File: src/hdl/vbws_pkg.sv
// Shared types, widths, constants and the arctangent table for the bearing tracker.
// No dependencies; every other file imports this package.
package vbws_pkg;

    localparam int POS_W      = 24;
    localparam int D_W        = 25;
    localparam int P_W        = 50;
    localparam int V_W        = 54;
    localparam int Z_W        = 28;
    localparam int SQ_W       = 51;
    localparam int SQ_STEPS   = 25;
    localparam int NORM_STEPS = 6;
    localparam int NORM_TOP   = 49;
    localparam int ANGLE_STEPS_DEF = 16;

    localparam int DIST_W = 25;
    localparam int BEAR_W = 16;
    localparam int SPD_W  = 14;
    localparam int VHA_W  = 15;
    localparam int WS_W   = 13;
    localparam int SR_W   = 9;
    localparam int PRD_W  = WS_W + SR_W;
    localparam int CFG_IDX_W  = 2;
    localparam int CFG_DATA_W = 15;
    localparam int IN_W   = 6 * POS_W;
    localparam int OUT_W  = 72;

    localparam logic signed [Z_W-1:0] BEAR_MAX    = Z_W'(25736);
    localparam logic signed [Z_W-1:0] HALF_PI_Q24 = Z_W'(26353589);
    localparam logic signed [Z_W-1:0] ROUND_Q     = Z_W'(1024);
    localparam int Z_DROP = 11;
    localparam logic [SPD_W-1:0] SPD_SAT = SPD_W'(8191);
    localparam logic [PRD_W-1:0] RATIO_HALF = PRD_W'(128);
    localparam int RATIO_FRAC = 8;

    localparam logic [VHA_W-1:0] VHA_RST = VHA_W'(3217);
    localparam logic [WS_W-1:0]  WS_RST  = WS_W'(1024);
    localparam logic [SR_W-1:0]  SR_RST  = SR_W'(128);

    localparam logic [CFG_IDX_W-1:0] REG_VIEW  = CFG_IDX_W'(0);
    localparam logic [CFG_IDX_W-1:0] REG_SPEED = CFG_IDX_W'(1);
    localparam logic [CFG_IDX_W-1:0] REG_RATIO = CFG_IDX_W'(2);

    typedef struct packed {
        logic signed [V_W-1:0] x;
        logic signed [V_W-1:0] y;
        logic signed [Z_W-1:0] z;
        logic                  zero;
    } t_vec;

    typedef struct packed {
        logic [SQ_W-1:0] n;
        logic [SQ_W-1:0] r;
    } t_sq;

    localparam logic [Z_W-1:0] ATAN_TAB [8] = '{
        Z_W'(13176795), Z_W'(7778716), Z_W'(4110060), Z_W'(2086331),
        Z_W'(1047214),  Z_W'(524117),  Z_W'(262123),  Z_W'(131069)
    };

    // atan(2^-i) in 2^-24 rad; past the table it is 2^(24-i), and zero for i above 24
    function automatic logic signed [Z_W-1:0] atan_q24(input int i);
        logic signed [Z_W-1:0] res;
        if (i < 8) begin
            res = ATAN_TAB[i];
        end else if (i <= 24) begin
            res = Z_W'(1) << (24 - i);
        end else begin
            res = '0;
        end
        return res;
    endfunction

endpackage

File: src/hdl/vbws_sqrt_cell.sv
// One digit step of the restoring integer square root.
// Depends on vbws_pkg.
module vbws_sqrt_cell #(
    parameter int STEP = 0
) (
    input  logic          i_clk,
    input  logic          i_en,
    input  vbws_pkg::t_sq i_sq,
    output vbws_pkg::t_sq o_sq
);
    import vbws_pkg::*;

    localparam int BIT_EXP = 2 * (SQ_STEPS - 1 - STEP);

    logic [SQ_W-1:0] bitv, t;
    t_sq n_sq, r_sq;

    always_comb begin
        bitv = SQ_W'(1) << BIT_EXP;
        t    = i_sq.r + bitv;
        if (i_sq.n >= t) begin
            n_sq.n = i_sq.n - t;
            n_sq.r = (i_sq.r >> 1) + bitv;
        end else begin
            n_sq.n = i_sq.n;
            n_sq.r = i_sq.r >> 1;
        end
    end

    always_ff @(posedge i_clk) begin
        if (i_en) r_sq <= n_sq;
    end

    assign o_sq = r_sq;
endmodule

File: config.mk
export PLATFORM = sky130hd
export DESIGN_NAME = vbws_sqrt_cell
export DESIGN_NICKNAME = d
export VERILOG_FILES = /design/src/hdl/vbws_pkg.sv /design/src/hdl/vbws_sqrt_cell.sv
export SDC_FILE = /design/constraint.sdc
export NUM_CORES = 1
export LEC_CHECK = 0
export ABC_AREA = 1
export BUFFER_PORTS_ARGS = -buffer_cell sky130_fd_sc_hd__buf_2
export CAP_MARGIN = 20
export CORE_MARGIN = 2
export CORE_UTILIZATION = 40
export DETAILED_ROUTE_END_ITERATION = 10
export GPL_TIMING_DRIVEN = 0
export PLACE_DENSITY = 0.68
export SETUP_SLACK_MARGIN = 0.05
export SYNTH_ARGS = -nofsm -noshare
export SYNTH_HDL_FRONTEND = slang
export SYNTH_SLANG_ARGS = --single-unit
File: constraint.sdc
create_clock -name i_clk -period 2.1 [get_ports i_clk]
set_input_delay 0.315 -clock i_clk [delete_from_list [all_inputs] [get_ports i_clk]]
set_output_delay 0.315 -clock i_clk [all_outputs]
set_load 0.05 [all_outputs]
==> flow_summary_export.csv <==
group,metric,value,unit
outcome,status,"finished with violations",
outcome,violations,"setup timing",
power_and_ir_drop,leakagePower,6.077,nW
power_and_ir_drop,pwr-share-clk,0.204,
synth,synth_seq_cells,102,
synth,synth_top_area_frac,0.3533,
worst_setup_path,crit_fanout,10,
power_and_ir_drop,power_density,681.9,nW/um^2
cells_and_area,syn2layout_area_growth,34.96,%
die,rows,53,
cells_and_area,layout.nets,1674,
sta,drv_slew,0,
die,die_area,22860,um^2
worst_setup_path,startpoint,"i_sq[48]",
grt,grt_pass1_vias,8283,
placement,dp_cells,1756,
worst_setup_path,crit_chain,"buf_8 > ha_4 > xnor2_4 > ha_4 > a21oi_2 > o21ai_1 > nor2_1 > nand2_1 > a21oi_4 > nand3_4 > buf_12 > buf_12 > nand2_1 > o21ai_2",
route,wl_met1,14480,um
grt,antenna_found_initial,0,
grt,grt_usage,0.2597,
route,wire_per_inst,16.69,um
synth,yosys.area.top_type,"edfxtp_1",
route,via_per_inst,4.785,
route,dr.pass1.iters,5,
route,wl_met3,1551,um
cts,cts_tree,"built",
power_and_ir_drop,internal_power,4.571,mW
route,vias,8593,
power_and_ir_drop,p_comb_frac,0.468,
cells_and_area,fill_cells,2074,
cells_and_area,final_cell_mix,"421 x nand2_1, 295 x inv_1, 203 x buf_2",
worst_setup_path,crit_path_start_kind,"input port",
synth,syn_nets,1433,
placement,gp_congestion,0.9227,
worst_setup_path,critPathCaptureType,"flip-flop",
synth,synth_area,8668,um^2
cells_and_area,largest_reg_flops,102,
synth,synth.distinct_cells,33,
sta,fin_crit_sh,1.069,
cells_and_area,antenna_cells,0,
synth,synth_cells,1275,
worst_setup_path,worstSetupPathType,"in2reg",
die,die_width,151.2,um
min_path,hold_start,"i_sq[5]",
route,top_layer,"met4",
power_and_ir_drop,power_frac_seq,0.328,
cts,cts-buffers-inserted,9,
route,drc,0,
worst_setup_path,required,2210,ps
grt,grt_pass1_wl,44710,um
route,ant_nets,0,
cts,ctsHtreeMaxLevel,3,
sta,worst_slew_pin_slew,666.8,ps
sta,slew_headroom,0.5554,
job,drv_cap,0,
cts,root_buffer,"clkbuf_16",
sta,fmaxAchievable,445.4,MHz
synth,yosysSeqAreaShare,0.3533,
sta,post-route-worst-setup-slack,-145.2,ps
route,finalWirelength,29970,um
sta,hold_viol,0,
sta,setup_viol_count_final,54,
die,ios,206,
placement,hpwl,23890,um
placement,port-buffer-count,205,
sta,rsz0062_at_grt,"true",
cts,cts.reportedPaths.clkPinSlew,80,ps
route,met2WireLength,13580,um
grt,grt_max_degree,56,
die,die_y,151.2,um
cts,cts_sinks,102,
cells_and_area,drive_above_1_share,0.2978,
die,core_area,21150,um^2
worst_setup_path,critPathArrivalTime,2360,ps
placement,dpl_cell_area,10190,um^2
cts,cts_buffer_depth,2,
sta,finalCriticalPeriod,2245,ps
die,start_util,0.4098,
power_and_ir_drop,sw_frac_of_total,0.4270,
worst_setup_path,slowest_delay,250,ps
cells_and_area,final_common_cell,"nand2_1",
grt,grt_overflow,0,
synth,yosys-top-cells-area,"edfxtp_1 35%, nand2_1 21%, inv_1 13%, ha_1 7.7%, nor2_1 3.4%",
cells_and_area,finalInstanceArea,11700,um^2
synth,avgSynthCellArea,6.799,um^2
cells_and_area,layoutNonFillerInstCount,1796,
power_and_ir_drop,p_sw,3.407,mW
sta,fin_setup_tns,-5801,ps
synth,yosysWarnings,0,
worst_setup_path,slowest_stage,"a21oi_4",
min_path,hp-class,"in2reg",
power_and_ir_drop,ir_drop,440.4,uV
route,first_iter_violations,610,
[metrics by stage]
stage | worst slack [ps] | utilization | hold slack [ps] | total power, mW
6_report | -145.2 | 0.5530 | 135.5 | 7.978
3_5_place_dp | -803.4 | 0.4816 | 507.4 | 5.792
3_3_place_gp | -829.5 | 0.4802 | 506.9 | 5.769
4_1_cts | -126.1 | 0.5327 | 127.9 | 7.817
2_1_floorplan | -20.73 | - | 413.9 | 4.915
5_1_grt | -218.8 | 0.5530 | 135.4 | 8.384
[final timing paths]
check	to	slack, ps	cells after the start
max	o_sq[75]$_DFFE_PP_	-150	14
min	o_sq[4]$_DFFE_PP_	140	1
[power groups by stage]
stage          Sequential [mW]  Clock [mW]  Combinational, mW
3_5_place_dp              2.66           0               3.13
5_1_grt                   2.65        1.73               4.01
6_report                  2.62        1.63               3.73
3_3_place_gp              2.66           0               3.11
4_1_cts                   2.62        1.67               3.52
2_1_floorplan             3.56           0               1.35
[worst max-delay path, delay by kind of cell]
kind / cells / cell delay, ps
AOI/OAI and AO/OA: 4 / 500
xor gates and xnor gates: 1 / 140
adders and majority gates: 2 / 390
buffers and inverters: 3 / 450
and+or+nand+nor: 4 / 530
[layout make-up]
class                           count  area [um^2]  share of cell area
Multi-Input combinational cell    850         5331              0.4557
Sequential cell                   102         3063              0.2618
Timing Repair Buffer              230         1353              0.1156
Inverter                          308         1156             0.09882
Tap cell                          275        344.1             0.02941
Clock buffer                        9        225.2             0.01925
Buffer                             15        178.9             0.01529
Clock inverter                      7        47.55            0.004064
[cells in the mapped netlist]
master,n
a21oi_4,1
buf_6,6
inv_1,296
clkbuf_1,6
and2_1,4
nor4_1,3
ha_1,53
nand2_1,481
nand4_1,33
buf_2,1
o21ai_1,28
nor2_2,5
xnor2_1,1
or2_2,1
nor3_2,1
nand4_4,1
nor3_1,7
nand2_2,4
o21a_1,1
nor2_1,79
nand3b_1,16
a21oi_1,30
buf_8,2
inv_2,12
nand3b_2,1
nor2_4,5
o21bai_1,6
o21ai_0,2
nand3_2,11
nand3_1,46
edfxtp_1,102
fa_1,1
xor2_1,29
[kinds of logic (layout without fill, tap and decap cells)]
| group | count (synthesis) | in the layout | share of synthesized area |
|---|---|---|---|
| compound gates | 68 | 68 | 0.04258 |
| xor+xnor | 30 | 30 | 0.03031 |
| fa+ha+maj | 54 | 54 | 0.07881 |
| buf+inv | 323 | 569 | 0.1478 |
| flops | 102 | 102 | 0.3533 |
| simple gates | 698 | 698 | 0.3471 |
[what timing repair did]
action / in CTS / in global routing
setup buffers: 17 / 3
gates cloned: 4 / 0
pin swaps: 15 / 16
hold buffers: 0 / 0
setup endpoints to repair: 54 / 54
resized for setup: 116 / 79
[metal layers]
layer,vias up,track usage
met5,-,0
met4,0,0.04860
met3,18,0.02500
met2,243,0.4188
met1,3921,0.3806
li1,4411,-
No activity file was read; power rests on OpenSTA's default activity.
