===== config.mk =====
export PLATFORM = sky130hd
export DESIGN_NAME = vbws_norm_cell
export DESIGN_NICKNAME = d
export VERILOG_FILES = /design/src/hdl/vbws_pkg.sv /design/src/hdl/vbws_norm_cell.sv
export SDC_FILE = /design/constraint.sdc
export NUM_CORES = 1
export LEC_CHECK = 0
export ABC_AREA = 1
export ABC_CLOCK_PERIOD_IN_PS = 3100
export BUFFER_PORTS_ARGS = -buffer_cell sky130_fd_sc_hd__buf_2
export CAP_MARGIN = 40
export CORE_ASPECT_RATIO = 0.6
export CORE_MARGIN = 5
export CORE_UTILIZATION = 54
export CTS_BUF_LIST = sky130_fd_sc_hd__clkbuf_8
export DETAILED_ROUTE_END_ITERATION = 16
export PLACE_DENSITY = 0.88
export SETUP_SLACK_MARGIN = 0.05
export SYNTH_ARGS = -nofsm -noshare
export SYNTH_HDL_FRONTEND = slang
export SYNTH_SLANG_ARGS = --single-unit

===== constraint.sdc =====
create_clock -name i_clk -period 3.1 [get_ports i_clk]
set_input_delay 0.465 -clock i_clk [delete_from_list [all_inputs] [get_ports i_clk]]
set_output_delay 0.465 -clock i_clk [all_outputs]
set_load 0.02 [all_outputs]

===== src/hdl/vbws_pkg.sv =====
// Shared types, widths, constants and the arctangent table for the bearing tracker.
// No dependencies; every other file imports this package.
package vbws_pkg;

    localparam int POS_W      = 24;
    localparam int D_W        = 25;
    localparam int P_W        = 50;
    localparam int V_W        = 54;
    localparam int Z_W        = 28;
    localparam int SQ_W       = 51;
    localparam int SQ_STEPS   = 25;
    localparam int NORM_STEPS = 6;
    localparam int NORM_TOP   = 49;
    localparam int ANGLE_STEPS_DEF = 16;

    localparam int DIST_W = 25;
    localparam int BEAR_W = 16;
    localparam int SPD_W  = 14;
    localparam int VHA_W  = 15;
    localparam int WS_W   = 13;
    localparam int SR_W   = 9;
    localparam int PRD_W  = WS_W + SR_W;
    localparam int CFG_IDX_W  = 2;
    localparam int CFG_DATA_W = 15;
    localparam int IN_W   = 6 * POS_W;
    localparam int OUT_W  = 72;

    localparam logic signed [Z_W-1:0] BEAR_MAX    = Z_W'(25736);
    localparam logic signed [Z_W-1:0] HALF_PI_Q24 = Z_W'(26353589);
    localparam logic signed [Z_W-1:0] ROUND_Q     = Z_W'(1024);
    localparam int Z_DROP = 11;
    localparam logic [SPD_W-1:0] SPD_SAT = SPD_W'(8191);
    localparam logic [PRD_W-1:0] RATIO_HALF = PRD_W'(128);
    localparam int RATIO_FRAC = 8;

    localparam logic [VHA_W-1:0] VHA_RST = VHA_W'(3217);
    localparam logic [WS_W-1:0]  WS_RST  = WS_W'(1024);
    localparam logic [SR_W-1:0]  SR_RST  = SR_W'(128);

    localparam logic [CFG_IDX_W-1:0] REG_VIEW  = CFG_IDX_W'(0);
    localparam logic [CFG_IDX_W-1:0] REG_SPEED = CFG_IDX_W'(1);
    localparam logic [CFG_IDX_W-1:0] REG_RATIO = CFG_IDX_W'(2);

    typedef struct packed {
        logic signed [V_W-1:0] x;
        logic signed [V_W-1:0] y;
        logic signed [Z_W-1:0] z;
        logic                  zero;
    } t_vec;

    typedef struct packed {
        logic [SQ_W-1:0] n;
        logic [SQ_W-1:0] r;
    } t_sq;

    localparam logic [Z_W-1:0] ATAN_TAB [8] = '{
        Z_W'(13176795), Z_W'(7778716), Z_W'(4110060), Z_W'(2086331),
        Z_W'(1047214),  Z_W'(524117),  Z_W'(262123),  Z_W'(131069)
    };

    // atan(2^-i) in 2^-24 rad; past the table it is 2^(24-i), and zero for i above 24
    function automatic logic signed [Z_W-1:0] atan_q24(input int i);
        logic signed [Z_W-1:0] res;
        if (i < 8) begin
            res = ATAN_TAB[i];
        end else if (i <= 24) begin
            res = Z_W'(1) << (24 - i);
        end else begin
            res = '0;
        end
        return res;
    endfunction

endpackage


===== src/hdl/vbws_norm_cell.sv =====
// Normalizing cell: scales the vector left by a fixed power of two while it stays small.
// Depends on vbws_pkg.
module vbws_norm_cell #(
    parameter int SHIFT = 1
) (
    input  logic           i_clk,
    input  logic           i_en,
    input  vbws_pkg::t_vec i_vec,
    output vbws_pkg::t_vec o_vec
);
    import vbws_pkg::*;

    logic signed [V_W-1:0] ax, ay;
    logic signed [V_W-1:0] lim;
    t_vec n_vec, r_vec;

    always_comb begin
        ax    = i_vec.x[V_W-1] ? -i_vec.x : i_vec.x;
        ay    = i_vec.y[V_W-1] ? -i_vec.y : i_vec.y;
        lim   = V_W'(1) <<< (NORM_TOP - SHIFT);
        n_vec = i_vec;
        if (ax < lim && ay < lim) begin
            n_vec.x = i_vec.x <<< SHIFT;
            n_vec.y = i_vec.y <<< SHIFT;
        end
    end

    always_ff @(posedge i_clk) begin
        if (i_en) r_vec <= n_vec;
    end

    assign o_vec = r_vec;
endmodule


==> results.toml, run 1 <==
[power_and_ir_drop]
peakVddDrop_mv = 0.288
share_comb_of_total_power_pct = 14.6
power_density_nw_per_um2 = 534
power_frac_clock_pct = 36.7
p_sw_share_pct = 26.4
p_int_mw = 3.37
p_sw_mw = 1.21
seq_power_share_pct = 48.8
leakage_nw = 3.99

[setup_path]
cp_max_fo = 32
required_ns = 3.29
cp-end-kind = "register"
crit_type = "in2reg"
crit_slowest_cell = "buf_4"
crit_path_frequent_cell = "nand2_1"
crit_path_start_kind = "input pin"
crit_chain = "buf_2 > nor2_1 > nand3_1 > nor2_1 > nand2_1 > nor2_1 > nand2_1 > nand2_1 > nand2_1 > nand2_1 > nand2_1 > nor2_4 > nand2_4 > buf_4 > nand2_1 > nand2_1"
cp.arrival_ns = 2.49
max_stage_delay_ns = 0.30

[synthesis]
netlist_area_um2 = 6690
postSynthRegisterBits = 137
syn_avg_cell_area_um2 = 8.95
synth_cell_types = 16
synth_xor_xnor_area_share_pct = 0
synth_fa_ha_area_share_pct = 0
yosys_warnings = 0
synth_nets = 887
synth.area.mux_share_pct = 0
yosys.area_share.simple_pct = 33.3
synth_cells = 748
seq_area_frac_synth_pct = 61.5
synth_compound_area_share_pct = 0.224
synth_top_family_by_area = "simple AND/OR/NAND/NOR gates"

[timing]
drv_slew = 0
finalHoldViolCount = 0
fin_crit_sh_pct = 74.3
clock.fmax_mhz = 434
slew_headroom_pct = 67.9
setup_viol_count_final = 0
tns_ns = 0
rsz0062_at_grt = "no"
post-route-min-period_ns = 2.30
setup_ws_ns = 0.797
tightest_slew_ns = 0.482

[finish]
area.growth.synth_to_final_pct = 28.3
mostFrequentLayoutCell = "nand2_1"
post-route-util_pct = 71.0
insertedDiodeCount = 0
regArea_um2 = 4110
fillers = 959
final_cell_mix = "nand2_1 (295), buf_2 (274), edfxtp_1 (137), nor2_1 (124), nand3_1 (116)"
drive_gt1_share_pct = 31.1
multiInputGateArea_um2 = 2260
nets = 1145
largest_register_ffs = 137

[clock_network]
cts_hold_buf = 0
clk_pin_slew_ns = 0.09
cts_root_buffer = "clkbuf_8"
clk_path_buf_depth = 2
tritoncts = "built"
clock_sinks = 137
postCtsSetupRepairBufs = 0
cts.repair.resized = 0
cts_max_level = 4
numCtsBuffers = 17

[route]
via_per_inst = 5.31
antenna_left = 0
wl_um = 19600
vias = 6289
detail_route.wl_per_cell_um = 16.5
drc = 0
drt_iter0_drc = 689
drt_pass1_iterations = 5

[run_status]
outcome = "finished clean"

[global_routing]
grt_first_pass_wirelength_um = 29100
overflow = 0
grtUsageTotal_pct = 25.6
antenna_found_initial = 3
grt_pass1_vias = 5609
grt_max_degree = 101

[run]
max_cap_violations = 0

[place]
hpwlAfterDp_um = 14400
gp_congestion = 0.904
place_ws_ns = 0.399
port_buffers = 275

[floorplan]
core-area_um2 = 12100
fp.dieH_um = 96.2
start_util_pct = 55.3
dieArea_um2 = 14800
io_pins = 276
dieWidth_um = 154
core.rowCount = 31

[hold_path]
worstHoldPathType = "in2reg"
## power by group through the flow
stage,Sequential (mW),Clock (mW),Combinational [mW]
after floorplan,2.47,0,0.123
after global placement,2.27,0,0.655
after detailed placement,2.28,0,0.668
after CTS,2.24,1.70,0.669
after global routing,2.25,1.77,0.722
final,2.24,1.68,0.669
## kinds of logic after synthesis
group                  after synthesis
AO/OA/AOI/OAI                        2
buffers and inverters               61
AND/OR/NAND/NOR                    548
flip-flops                         137
## worst paths after layout
path / from / to / slack (ns) / depth (start not counted)
max: i_vec[68] / o_vec[59] / 0.80 / 16
min: i_vec[6] / o_vec[6] / 0.20 / 1
## stage by stage
stage | cells | hold WS, ns | power [mW] | area, µm²
after CTS | 1184 | 0.171 | 4.60 | 8590
after floorplan | 748 | 0.564 | 2.60 | 6690
after global routing | 1184 | 0.164 | 4.74 | 8590
after detailed placement | 1152 | 0.643 | 2.94 | 8130
after global placement | 1152 | 0.641 | 2.92 | 8130
final | 1184 | 0.201 | 4.58 | 8590
## layout make-up
type,count,share of cell area [%]
inverter,19,0.831
sequential,137,47.9
timing repair buffer,281,17.2
multi-input combinational,550,26.3
clock inverter,15,2.58
tap,165,2.40
clock buffer,17,2.72
## synth_stat cells
| cell | count | area share, % |
|---|---|---|
| nor3_1 | 2 | 0.15 |
| and2_1 | 1 | 0.094 |
| a21boi_0 | 2 | 0.22 |
| and2_0 | 2 | 0.19 |
| clkbuf_1 | 15 | 0.84 |
| edfxtp_1 | 137 | 61 |
| nand2_1 | 295 | 17 |
| nor2_1 | 125 | 7.0 |
| buf_4 | 22 | 2.5 |
| inv_1 | 19 | 1.1 |
| nor2_2 | 3 | 0.28 |
| nand4_1 | 3 | 0.28 |
| buf_6 | 3 | 0.50 |
| nand3_1 | 116 | 8.7 |
| nand2_2 | 1 | 0.094 |
| buf_1 | 2 | 0.11 |
## critical path: cells and delay by family
| kind | cells | cell delay [ns] |
|---|---|---|
| buf+inv | 2 | 0.43 |
| simple gates | 14 | 1.58 |
## routing by layer
metal	up-vias	part of all wire [%]	track usage, %
li1	2983	-	-
met4	6	1.4	8.67
met2	425	46	38.3
met1	2845	38	35.0
met5	-	0.23	0
met3	30	14	9.34
Note: power is estimated with default switching activity, not from simulation.
==> run 2: changes to the inputs <==
Settings changed: ABC_AREA 1 to 0, ABC_CLOCK_PERIOD_IN_PS 3100 to 2000, CORE_UTILIZATION 54 to 43, PLACE_DENSITY 0.88 to 0.78.
Clock period 3.1 ns to 2 ns, I/O delays scaled along.
==> run 2 against run 1 <==
The flow now finishes with violations (setup timing). Sequential share of layout area fell by 1.6 points. Cell count fell by 27%. Synthesized cell count fell by 60%. Power rose by 46%. First-iteration DRC count fell by 76%. Largest power group unchanged.
==> results.toml, run 2 <==
[synthesis]
synth.most_common_cell = "edfxtp_1"
seq_area_frac_synth_pct = 72.5
yosysTopAreaCell = "edfxtp_1"
synth_top_area_share_pct = 72.5
synth_cells = 300
yosys_warnings = 0
synth_nets = 439
synth_edf_count = 137
syn_avg_cell_area_um2 = 18.9
synth_cell_types = 17
netlist_area_um2 = 5670
synthFlopType = "edfxtp_1"
yosys-top-cells-count = "edfxtp_1 (137), mux2_2 (98), nor4_1 (24), clkbuf_1 (8), clkbuf_8 (8)"
postSynthRegisterBits = 137
synth-async-reset-ratio_pct = 0
synth_area_leaders = "edfxtp_1 (73%), mux2_2 (19%), nor4_1 (2.6%)"

[finish]
mostFrequentLayoutCell = "buf_2"
final_cell_mix = "buf_2 (265), edfxtp_1 (137), buf_4 (93), mux2_2 (70), mux2_4 (28)"
stdcell_area_um2 = 8880
insertedDiodeCount = 0
nets = 825
final_cells = 869
drive_gt1_share_pct = 76.7
largest_register_ffs = 137
area.growth.synth_to_final_pct = 56.5

[timing]
hold_slack_ns = 0.0433
slew_headroom_pct = 74.4
setup_ws_ns = -0.182
post-route-min-period_ns = 2.18
tightest_slew_ns = 0.380
fin_crit_sh_pct = 109
tns_ns = -14.39
setup_viol_count_final = 98
drv_slew = 0
finalHoldViolCount = 0
rsz0062_at_grt = "yes"
clock.fmax_mhz = 458

[hold_path]
worstHoldStart = "i_vec[2]"
hold_path_depth = 1
worstHoldPathType = "in2reg"
hold_path_end = "o_vec[2]"

[clock_network]
tritoncts = "built"
clock_sinks = 137
clk_pin_slew_ns = 0.09
cts_root_buffer = "clkbuf_8"
cts_max_level = 4
clk_path_buf_depth = 2
numCtsBuffers = 17

[place]
dp.cells = 826
gp_congestion = 0.863
hpwlAfterDp_um = 12900
place_ws_ns = -0.793
dpl_cell_area_um2 = 8080
port_buffers = 275

[run_status]
outcome = "finished, violations left"
violations = "setup timing"

[power_and_ir_drop]
power_density_nw_per_um2 = 755
share_comb_of_total_power_pct = 16.8
p_sw_mw = 1.91
seq_power_share_pct = 51.8
power_frac_clock_pct = 31.4
p_int_mw = 4.80
peakVddDrop_mv = 0.470
leakage_nw = 3.72
p_sw_share_pct = 28.5

[floorplan]
io_pins = 276
fp.dieH_um = 99.0
core.rowCount = 32
dieArea_um2 = 15700
start_util_pct = 44.0
dieWidth_um = 158
core-area_um2 = 12900

[global_routing]
overflow = 0
grt_first_pass_wirelength_um = 24900
grt_max_degree = 45
antenna_found_initial = 0
grtUsageTotal_pct = 20.9
grt_pass1_vias = 4461

[route]
wl_um = 17600
drt_pass1_iterations = 5
antenna_left = 0
via_per_inst = 4.96
detail_route.wl_per_cell_um = 20.2
drc = 0
drt_iter0_drc = 164
vias = 4312

[setup_path]
crit_path_start_kind = "input pin"
cp-end-kind = "register"
required_ns = 2.18
cp_max_fo = 12
crit_type = "in2reg"
cp.arrival_ns = 2.36

[run]
max_cap_violations = 0
==> run 2: through the flow <==
step	util [%]	total power, mW
after floorplan	-	3.96
after global placement	62.7	4.58
after detailed placement	62.7	4.62
after CTS	66.9	6.74
after global routing	68.9	7.00
final	68.9	6.71
==> run 2: timing repair <==
item	CTS	global route
pin swaps	5	5
resized for setup	23	27
hold buffers	0	1
endpoints found under the hold margin	0	1
gates cloned	1	5
endpoints found under the setup margin	100	100
buffers inserted	2	2
==> run 2: critical path: stages <==
cell,delay [ns]
buf_2,0.11
nor4_1,0.35
buf_4,0.18
nand4_1,0.10
o31ai_2,0.28
mux2i_2,0.33
nor2_4,0.09
buf_4,0.17
clkbuf_16,0.17
mux2_2,0.28
==> run 2: cells by family (layout without fill, tap and decap cells) <==
family	count (synthesis)	in the layout	share of synthesized area [%]
flops	137	137	72.5
mux	100	100	19.8
simple gates	43	43	4.59
buf+inv	18	417	2.80
compound gates	2	2	0.265
==> run 2: layout make-up <==
| cell class | instances | area (µm²) |
|---|---|---|
| multi-input cells | 145 | 1710 |
| well taps | 170 | 213 |
| fillers | 908 | 4010 |
| repair buffers | 385 | 2470 |
| clock inverters | 15 | 135 |
| flip-flops and latches | 137 | 4110 |
| clock buffers | 17 | 234 |
==> run 2: how the worst max path moves through the flow <==
| stage | slack [ns] | to | from | cells past startpoint |
|---|---|---|---|---|
| after floorplan | -0.15 | o_vec[100] | i_vec[92] | 7 |
| after global placement | -0.84 | o_vec[106] | i_vec[38] | 9 |
| after detailed placement | -0.79 | o_vec[101] | i_vec[130] | 10 |
| after CTS | -0.14 | o_vec[96] | i_vec[106] | 10 |
| after global routing | -0.21 | o_vec[96] | i_vec[106] | 10 |
| final | -0.18 | o_vec[41] | i_vec[86] | 10 |
==> run 2: layer usage <==
metal | vias to the layer above | GRT usage (%) | wire, µm
met1 | 2131 | 26.6 | 7120
met2 | 181 | 35.1 | 8860
met5 | - | 0 | 0
met3 | 8 | 6.27 | 1470
li1 | 1992 | - | -
met4 | 0 | 5.37 | 104
==> run 2: power by group through the flow <==
stage	logic (mW)	registers (mW)	clock network (mW)
after detailed placement	1.08	3.54	0
final	1.13	3.47	2.11
after CTS	1.10	3.47	2.17
after floorplan	0.130	3.83	0
after global placement	1.05	3.53	0
after global routing	1.19	3.49	2.32
